--- src/cpbn_pkg.sv ---
// ----------------------------------------------------------------------------
// cpbn_pkg
// Shared types and constants for the clipped pixel blend and noise unit.
// ----------------------------------------------------------------------------
package cpbn_pkg;

	localparam int COORD_BITS_DEF = 16;

	localparam int CFG_IDX_W = 3;
	localparam int CFG_DATA_W = 32;

	localparam logic [CFG_IDX_W-1:0] REG_PAINT_COLOR = 3'd0;
	localparam logic [CFG_IDX_W-1:0] REG_ALPHA_LEVEL = 3'd1;
	localparam logic [CFG_IDX_W-1:0] REG_NOISE_SEED = 3'd2;
	localparam logic [CFG_IDX_W-1:0] REG_FRAME_WIDTH = 3'd3;
	localparam logic [CFG_IDX_W-1:0] REG_FRAME_HEIGHT = 3'd4;

	localparam logic [31:0] PAINT_COLOR_RST = 32'd0;
	localparam logic [7:0] ALPHA_LEVEL_RST = 8'd255;
	localparam logic [31:0] NOISE_SEED_RST = 32'd0;
	localparam logic [12:0] FRAME_WIDTH_RST = 13'd320;
	localparam logic [12:0] FRAME_HEIGHT_RST = 13'd240;

	localparam logic [31:0] COORD_MUL_X = 32'd73856093;
	localparam logic [31:0] COORD_MUL_Y = 32'd19349663;
	localparam logic [31:0] MIX_MUL_A = 32'h7FEB352D;
	localparam logic [31:0] MIX_MUL_B = 32'h846CA68B;
	localparam logic [23:0] COLOR_MASK = 24'h000000;
	localparam logic [7:0] NOISE_LEVEL_BASE = 8'd40;
	localparam logic [7:0] LEVEL_OPAQUE = 8'd255;
	localparam logic [7:0] LEVEL_NONE = 8'd0;

	typedef enum logic [2:0] {
		OP_BLEND = 3'd0,
		OP_NOISE = 3'd1,
		OP_KEYED = 3'd2,
		OP_OPAQUE = 3'd3,
		OP_TINT = 3'd4
	} opcode_t;

	typedef enum logic [2:0] {
		RS_DEST = 3'd0,
		RS_SRC = 3'd1,
		RS_BASE = 3'd2,
		RS_PAINT = 3'd3,
		RS_MIX = 3'd4
	} res_sel_t;

	typedef struct packed {
		logic load_in;
		logic coord;
		logic mix1;
		logic mix2;
		logic blend;
		logic fin;
	} cpbn_cmd_t;

	typedef struct packed {
		logic noise;
	} cpbn_status_t;

endpackage

--- src/clipped_pixel_blend_noise_unit.sv ---
// ----------------------------------------------------------------------------
// clipped_pixel_blend_noise_unit
// Per-pixel raster unit: rectangle blend, hashed noise, keyed and opaque
// sprite copy and tint blit, with clipping to the configured frame.
//
// Channel  Handshake            Payload
// in       in_valid/in_ready    opcode, pos_x, pos_y, dest_pixel, src_pixel,
//                               first_of_rect
// out      out_valid/out_ready  write_enable, pixel_out
// cfg      cfg_we               cfg_index, cfg_data
//
// A noise pixel passes through the coordinate multiply and then the two
// dependent hash multiplies before the blend step; every other pixel goes
// from the coordinate multiply straight to the blend. One pixel is worked on at a time.
// The result waits in an output register, so the next pixel is taken while
// it is held; a stalled output blocks only the final step of the next pixel.
// Reset loads the register defaults and clears the hash state.
// ----------------------------------------------------------------------------
module clipped_pixel_blend_noise_unit #(
	parameter int COORD_BITS = cpbn_pkg::COORD_BITS_DEF
) (
	input  logic                         clk,
	input  logic                         arst_n,
	input  logic                         cfg_we,
	input  logic [cpbn_pkg::CFG_IDX_W-1:0]  cfg_index,
	input  logic [cpbn_pkg::CFG_DATA_W-1:0] cfg_data,
	input  logic                         in_valid,
	output logic                         in_ready,
	input  logic [2:0]                   opcode,
	input  logic signed [COORD_BITS-1:0] pos_x,
	input  logic signed [COORD_BITS-1:0] pos_y,
	input  logic [31:0]                  dest_pixel,
	input  logic [31:0]                  src_pixel,
	input  logic                         first_of_rect,
	output logic                         out_valid,
	input  logic                         out_ready,
	output logic                         write_enable,
	output logic [31:0]                  pixel_out
);
	import cpbn_pkg::*;

	logic [31:0] paint_color_q;
	logic [7:0] alpha_level_q;
	logic [31:0] noise_seed_q;
	logic [12:0] frame_width_q;
	logic [12:0] frame_height_q;
	cpbn_cmd_t cmd;
	cpbn_status_t status;

	always_ff @(posedge clk or negedge arst_n) begin
		if (!arst_n) begin
			paint_color_q <= PAINT_COLOR_RST;
			alpha_level_q <= ALPHA_LEVEL_RST;
			noise_seed_q <= NOISE_SEED_RST;
			frame_width_q <= FRAME_WIDTH_RST;
			frame_height_q <= FRAME_HEIGHT_RST;
		end else if (cfg_we) begin
			case (cfg_index)
				REG_PAINT_COLOR: paint_color_q <= cfg_data;
				REG_ALPHA_LEVEL: alpha_level_q <= cfg_data[7:0];
				REG_NOISE_SEED: noise_seed_q <= cfg_data;
				REG_FRAME_WIDTH: frame_width_q <= cfg_data[12:0];
				REG_FRAME_HEIGHT: frame_height_q <= cfg_data[12:0];
				default: begin
				end
			endcase
		end
	end

	cpbn_ctrl u_ctrl (
		.clk       (clk),
		.arst_n    (arst_n),
		.in_valid  (in_valid),
		.in_ready  (in_ready),
		.out_valid (out_valid),
		.out_ready (out_ready),
		.status    (status),
		.cmd       (cmd)
	);

	cpbn_datapath #(
		.COORD_BITS (COORD_BITS)
	) u_datapath (
		.clk           (clk),
		.arst_n        (arst_n),
		.cmd           (cmd),
		.status        (status),
		.opcode        (opcode),
		.pos_x         (pos_x),
		.pos_y         (pos_y),
		.dest_pixel    (dest_pixel),
		.src_pixel     (src_pixel),
		.first_of_rect (first_of_rect),
		.paint_color   (paint_color_q),
		.alpha_level   (alpha_level_q),
		.noise_seed    (noise_seed_q),
		.frame_width   (frame_width_q),
		.frame_height  (frame_height_q),
		.write_enable  (write_enable),
		.pixel_out     (pixel_out)
	);

endmodule

--- src/cpbn_ctrl.sv ---
// ----------------------------------------------------------------------------
// cpbn_ctrl
// Sequencer for one pixel at a time and the output valid flag.
// ----------------------------------------------------------------------------
module cpbn_ctrl (
	input  logic                   clk,
	input  logic                   arst_n,
	input  logic                   in_valid,
	output logic                   in_ready,
	output logic                   out_valid,
	input  logic                   out_ready,
	input  cpbn_pkg::cpbn_status_t status,
	output cpbn_pkg::cpbn_cmd_t    cmd
);
	import cpbn_pkg::*;

	typedef enum logic [5:0] {
		ST_IDLE = 6'b000001,
		ST_COORD = 6'b000010,
		ST_MIX1 = 6'b000100,
		ST_MIX2 = 6'b001000,
		ST_BLEND = 6'b010000,
		ST_FIN = 6'b100000
	} state_t;

	state_t state_q, state_d;
	logic out_valid_q;
	logic out_free;

	assign out_free = !out_valid_q || out_ready;
	assign in_ready = (state_q == ST_IDLE);
	assign out_valid = out_valid_q;

	always_comb begin
		state_d = state_q;
		cmd = '0;
		case (state_q)
			ST_IDLE: begin
				if (in_valid) begin
					cmd.load_in = 1'b1;
					state_d = ST_COORD;
				end
			end
			ST_COORD: begin
				cmd.coord = 1'b1;
				state_d = status.noise ? ST_MIX1 : ST_BLEND;
			end
			ST_MIX1: begin
				cmd.mix1 = 1'b1;
				state_d = ST_MIX2;
			end
			ST_MIX2: begin
				cmd.mix2 = 1'b1;
				state_d = ST_BLEND;
			end
			ST_BLEND: begin
				cmd.blend = 1'b1;
				state_d = ST_FIN;
			end
			ST_FIN: begin
				if (out_free) begin
					cmd.fin = 1'b1;
					state_d = ST_IDLE;
				end
			end
			default: begin
				state_d = ST_IDLE;
			end
		endcase
	end

	always_ff @(posedge clk or negedge arst_n) begin
		if (!arst_n) begin
			state_q <= ST_IDLE;
			out_valid_q <= 1'b0;
		end else begin
			state_q <= state_d;
			if (cmd.fin) begin
				out_valid_q <= 1'b1;
			end else if (out_ready) begin
				out_valid_q <= 1'b0;
			end
		end
	end

endmodule

--- src/cpbn_datapath.sv ---
// ----------------------------------------------------------------------------
// cpbn_datapath
// Input capture, noise hash, clipping, channel blend and output register.
// ----------------------------------------------------------------------------
module cpbn_datapath #(
	parameter int COORD_BITS = cpbn_pkg::COORD_BITS_DEF
) (
	input  logic                    clk,
	input  logic                    arst_n,
	input  cpbn_pkg::cpbn_cmd_t     cmd,
	output cpbn_pkg::cpbn_status_t  status,
	input  logic [2:0]              opcode,
	input  logic signed [COORD_BITS-1:0] pos_x,
	input  logic signed [COORD_BITS-1:0] pos_y,
	input  logic [31:0]             dest_pixel,
	input  logic [31:0]             src_pixel,
	input  logic                    first_of_rect,
	input  logic [31:0]             paint_color,
	input  logic [7:0]              alpha_level,
	input  logic [31:0]             noise_seed,
	input  logic [12:0]             frame_width,
	input  logic [12:0]             frame_height,
	output logic                    write_enable,
	output logic [31:0]             pixel_out
);
	import cpbn_pkg::*;

	logic [2:0] op_q;
	logic signed [COORD_BITS-1:0] x_q, y_q;
	logic [31:0] dest_q, src_q;
	logic first_q;
	logic [31:0] px_q, py_q, m1_q, m2_q, hash_q;
	logic [31:0] base_q;
	res_sel_t sel_q;
	logic [2:0] neg_q;
	logic [15:0] prod_q [3];
	logic we_out_q;
	logic [31:0] pix_out_q;

	logic [31:0] v_sum, v_a, v_b, h_val;
	logic in_frame, keyed, we_d, noise_hit;
	logic [7:0] lvl;
	logic [31:0] base_d;
	res_sel_t sel_d;
	logic [7:0] d_ch [3];
	logic [7:0] s_ch [3];
	logic [2:0] neg_d;
	logic [7:0] mag [3];
	logic [16:0] qt [3];
	logic [7:0] c_ch [3];
	logic [31:0] pix_d;

	assign status.noise = (op_q == OP_NOISE);

	assign v_sum = (first_q ? noise_seed : hash_q) + px_q + py_q;
	assign v_a = v_sum ^ (v_sum >> 16);
	assign v_b = m1_q ^ (m1_q >> 15);
	assign h_val = m2_q ^ (m2_q >> 16);

	always_comb begin
		in_frame = !x_q[COORD_BITS-1] && !y_q[COORD_BITS-1]
			&& (33'($unsigned(x_q)) < 33'(frame_width))
			&& (33'($unsigned(y_q)) < 33'(frame_height));
		keyed = (src_q[23:0] == COLOR_MASK);
		noise_hit = (h_val[7:0] < alpha_level);
		lvl = alpha_level;
		base_d = dest_q;
		we_d = 1'b0;
		case (op_q)
			OP_BLEND: begin
				we_d = in_frame;
			end
			OP_NOISE: begin
				we_d = in_frame && noise_hit;
				lvl = NOISE_LEVEL_BASE + {2'b00, h_val[13:8]};
			end
			OP_KEYED: begin
				we_d = in_frame && !keyed;
			end
			OP_OPAQUE: begin
				we_d = in_frame;
			end
			OP_TINT: begin
				we_d = in_frame && !keyed;
				base_d = src_q;
			end
			default: begin
				we_d = 1'b0;
			end
		endcase
		if (!we_d) begin
			sel_d = RS_DEST;
		end else if (op_q inside {OP_KEYED, OP_OPAQUE}) begin
			sel_d = RS_SRC;
		end else if (lvl == LEVEL_NONE) begin
			sel_d = RS_BASE;
		end else if (lvl == LEVEL_OPAQUE) begin
			sel_d = RS_PAINT;
		end else begin
			sel_d = RS_MIX;
		end
	end

	always_comb begin
		for (int k = 0; k < 3; k++) begin
			d_ch[k] = base_d[8*k +: 8];
			s_ch[k] = paint_color[8*k +: 8];
			neg_d[k] = s_ch[k] < d_ch[k];
			mag[k] = neg_d[k] ? (d_ch[k] - s_ch[k]) : (s_ch[k] - d_ch[k]);
		end
	end

	always_comb begin
		for (int k = 0; k < 3; k++) begin
			qt[k] = 17'(prod_q[k]) + 17'd1 + 17'(prod_q[k][15:8]);
			c_ch[k] = neg_q[k] ? (base_q[8*k +: 8] - qt[k][15:8])
				: (base_q[8*k +: 8] + qt[k][15:8]);
		end
		case (sel_q)
			RS_DEST: pix_d = dest_q;
			RS_SRC: pix_d = src_q;
			RS_BASE: pix_d = base_q;
			RS_PAINT: pix_d = paint_color;
			RS_MIX: pix_d = {8'h00, c_ch[2], c_ch[1], c_ch[0]};
			default: pix_d = dest_q;
		endcase
	end

	always_ff @(posedge clk or negedge arst_n) begin
		if (!arst_n) begin
			hash_q <= 32'd0;
		end else if (cmd.blend && status.noise) begin
			hash_q <= h_val;
		end
	end

	always_ff @(posedge clk) begin
		if (cmd.load_in) begin
			op_q <= opcode;
			x_q <= pos_x;
			y_q <= pos_y;
			dest_q <= dest_pixel;
			src_q <= src_pixel;
			first_q <= first_of_rect;
		end
		if (cmd.coord) begin
			px_q <= 32'(x_q) * COORD_MUL_X;
			py_q <= 32'(y_q) * COORD_MUL_Y;
		end
		if (cmd.mix1) begin
			m1_q <= v_a * MIX_MUL_A;
		end
		if (cmd.mix2) begin
			m2_q <= v_b * MIX_MUL_B;
		end
		if (cmd.blend) begin
			base_q <= base_d;
			sel_q <= sel_d;
			neg_q <= neg_d;
			for (int k = 0; k < 3; k++) begin
				prod_q[k] <= mag[k] * lvl;
			end
		end
		if (cmd.fin) begin
			we_out_q <= (sel_q != RS_DEST);
			pix_out_q <= pix_d;
		end
	end

	assign write_enable = we_out_q;
	assign pixel_out = pix_out_q;

endmodule
--- config.mk ---
export PLATFORM = sky130hd
export DESIGN_NAME = clipped_pixel_blend_noise_unit
export DESIGN_NICKNAME = d
export VERILOG_FILES = /design/src/cpbn_pkg.sv /design/src/clipped_pixel_blend_noise_unit.sv /design/src/cpbn_ctrl.sv /design/src/cpbn_datapath.sv
export SDC_FILE = /design/constraint.sdc
export NUM_CORES = 2
export LEC_CHECK = 0
export ABC_CLOCK_PERIOD_IN_PS = 31600
export BUFFER_PORTS_ARGS = -buffer_cell sky130_fd_sc_hd__buf_4
export CAP_MARGIN = 20
export CORE_UTILIZATION = 45
export CTS_CLUSTER_SIZE = 8
export DETAILED_ROUTE_END_ITERATION = 8
export GPL_TIMING_DRIVEN = 0
export PLACE_DENSITY_LB_ADDON = 0.05
export SYNTH_ARGS = -nofsm -noshare
export SYNTH_HDL_FRONTEND = slang
export SYNTH_SLANG_ARGS = --single-unit
--- constraint.sdc ---
create_clock -name clk -period 31.6 [get_ports clk]
set_clock_uncertainty 0.15 [all_clocks]
set_input_delay 3.16 -clock clk [delete_from_list [all_inputs] [get_ports clk]]
set_output_delay 3.16 -clock clk [all_outputs]
set_load 0.01 [all_outputs]
==> results.cfg <==
[run_status]
status = finished, final reports clean

[cts]
cts_hold_buf = 0
clock_latency_ps = 680
clockRootBuffer = clkbuf_16
post-cts-setup-buffer-count = 0
cts_sinks = 484
clk_pin_slew_ps = 50
clk_path_buf_depth = 3
cts_buffers = 73
htreeDepth = 3
post_cts_resized = 0
cts_tree = yes

[floorplanning]
core_region_area_sq_um = 129000
placementRows = 132
die_h_um = 363
die_w_um = 363
io_pins = 175
initial_core_util = 0.454
dieArea_sq_um = 132000

[logic_synthesis]
syn_inst = 5530
syn_area_per_cell_sq_um = 10.6
synthFlopType = edfxtp_1
synth_seq_cells = 484
async_reset_ff_frac = 0.283
synth.distinct_cells = 86
synth_area_leaders = fa_1, ha_1, edfxtp_1
syn-num-nets = 7311
syn-cell-area_sq_um = 58800
ys.warnings.count = 0
synth_seq_area_share = 0.236
synth_edf_count = 347
yosys.area.top_type = fa_1
synth_top_area_frac = 0.245

[worst_setup_path]
slowest_delay_ps = 980
r2r_cells = 42
crit_end = u_datapath.m1_q[31]
critPathArrivalTime_ps = 12910
path_max_fanout = 10
r2r_end = u_datapath.m1_q[31]
path_class = reg -> reg
reg2reg_from = u_datapath.first_q
worst_setup_path_end_kind = register
crit_family = adder cells
required_ps = 31820
crit_slowest_cell = xnor2_1
cp.depth = 42
crit_buf_inv = 8
start_kind = register
r2r_slack_ps = 18910
startpoint = u_datapath.first_q

[timing]
worst_pin_slew_ps = 1170
period_share = 0.401
drv_slew = 0
fmax_ghz = 0.0788
finalSetupViolCount = 0
slew_headroom = 0.217
finalSetupTns_ps = 0
hold_viol_final = 0
finalCriticalPeriod_ps = 12690
rsz0062_at_grt = false

[global_routing]
grt_first_pass_wirelength_mm = 261
grt_max_degree = 86
track_usage = 0.268
grt_pass1_vias = 41700
globalRouteOverflowTotal = 0
antenna_found_initial = 4

[finish]
fin_nets = 7596
stdcell_count = 7618
synthToLayoutAreaGrowth_pct = 10.6
layout_common_cells = inv_1, ha_1, fa_1, edfxtp_1
final_common_cell = inv_1
n_antenna_cell = 0
drive_gt1_frac = 0.0854

[min_path]
hp-class = reg -> reg

[drt]
vias = 39400
postRouteAntennaNets = 0
drc = 0
drt_iter0_drc = 2665
wire_per_inst_um = 22.5
drt-total-wl_mm = 171
dr.pass1.iters = 5
viasPerCell = 5.17

[placement]
dp_cells = 7481
gp_congestion = 0.908
hpwl_mm = 143
io_buffers = 174

[flow_run]
cap_violations = 0
routing by layer:
metal	share of wire	track usage
met1	0.47	0.388
met2	0.45	0.423
met3	0.047	0.0328
met4	0.024	0.0688
met5	0	0
flip-flops by register name (all words and copies together) (netlist names), 6 cells and up:
| name | count |
|---|---|
| alpha_level_q | 8 |
| frame_height_q | 13 |
| frame_width_q | 13 |
| noise_seed_q | 32 |
| paint_color_q | 32 |
| u_ctrl.state_q | 6 |
| u_datapath.base_q | 32 |
| u_datapath.dest_q | 32 |
| u_datapath.hash_q | 32 |
| u_datapath.m1_q | 32 |
| u_datapath.m2_q | 32 |
| u_datapath.pixel_out | 32 |
| u_datapath.prod_q | 48 |
| u_datapath.px_q | 32 |
| u_datapath.py_q | 32 |
| u_datapath.src_q | 32 |
| u_datapath.x_q | 16 |
| u_datapath.y_q | 16 |
tightest hold or removal path, cell delays in order (launching register included):
cell and delay, ps:
dfrtp_1 340, nand2_1 50, o21ai_0 60
cells in the mapped netlist, types with 24 or more instances:
| master | count |
|---|---|
| a211oi_1 | 24 |
| a21o_1 | 128 |
| a21oi_1 | 176 |
| and2_1 | 48 |
| clkbuf_1 | 66 |
| dfrtp_1 | 122 |
| edfxtp_1 | 347 |
| fa_1 | 720 |
| ha_1 | 921 |
| inv_1 | 1307 |
| mux2_2 | 131 |
| mux2i_1 | 60 |
| nand2_1 | 258 |
| nand2b_1 | 45 |
| nor2_1 | 188 |
| nor2b_1 | 28 |
| nor3_1 | 27 |
| o21a_1 | 47 |
| o21ai_0 | 156 |
| o21bai_1 | 37 |
| xnor2_1 | 262 |
| xor2_1 | 118 |
worst min path at each step:
stage / from / end / slack (ps) / depth (start not counted)
final: u_datapath.hash_q[15] / u_datapath.hash_q[15] / 330 / 2
after detailed placement: u_datapath.hash_q[14] / u_datapath.hash_q[14] / 320 / 2
after global placement: u_datapath.hash_q[15] / u_datapath.hash_q[15] / 310 / 2
after CTS: u_datapath.hash_q[14] / u_datapath.hash_q[14] / 330 / 2
after global routing: u_datapath.hash_q[14] / u_datapath.hash_q[14] / 350 / 2
after floorplan: u_datapath.hash_q[0] / u_datapath.hash_q[0] / 300 / 2
metrics by stage:
stage | setup slack (ps) | hold WS (ps) | cell area [sq um] | utilization
floorplan | 21010 | 296 | 58800 | -
global placement | 18080 | 310 | 62300 | 0.481
detailed placement | 18870 | 322 | 62800 | 0.485
CTS | 18840 | 334 | 65000 | 0.502
global route | 18170 | 350 | 65000 | 0.502
finish | 18910 | 334 | 65000 | 0.502
cell type report:
type                    count  area, sq um
repair buffers            210         1740
inverters                1309         4920
clock inverters            11          150
well taps                1742         2180
flip-flops and latches    484        13900
fillers                 12200        64500
multi-input cells        3657        39800
clock buffers             125         2060
plain buffers              80          304
logic make-up after synthesis:
group | synth area share
buf+inv | 0.0888
xor+xnor | 0.0615
simple gates | 0.0572
flops | 0.236
compound gates | 0.0801
fa+ha+maj | 0.441
mux | 0.0353
Power is left out: the tool's default activity adds up to more than one toggle a clock period on the data nets, which glitch-free logic cannot reach.
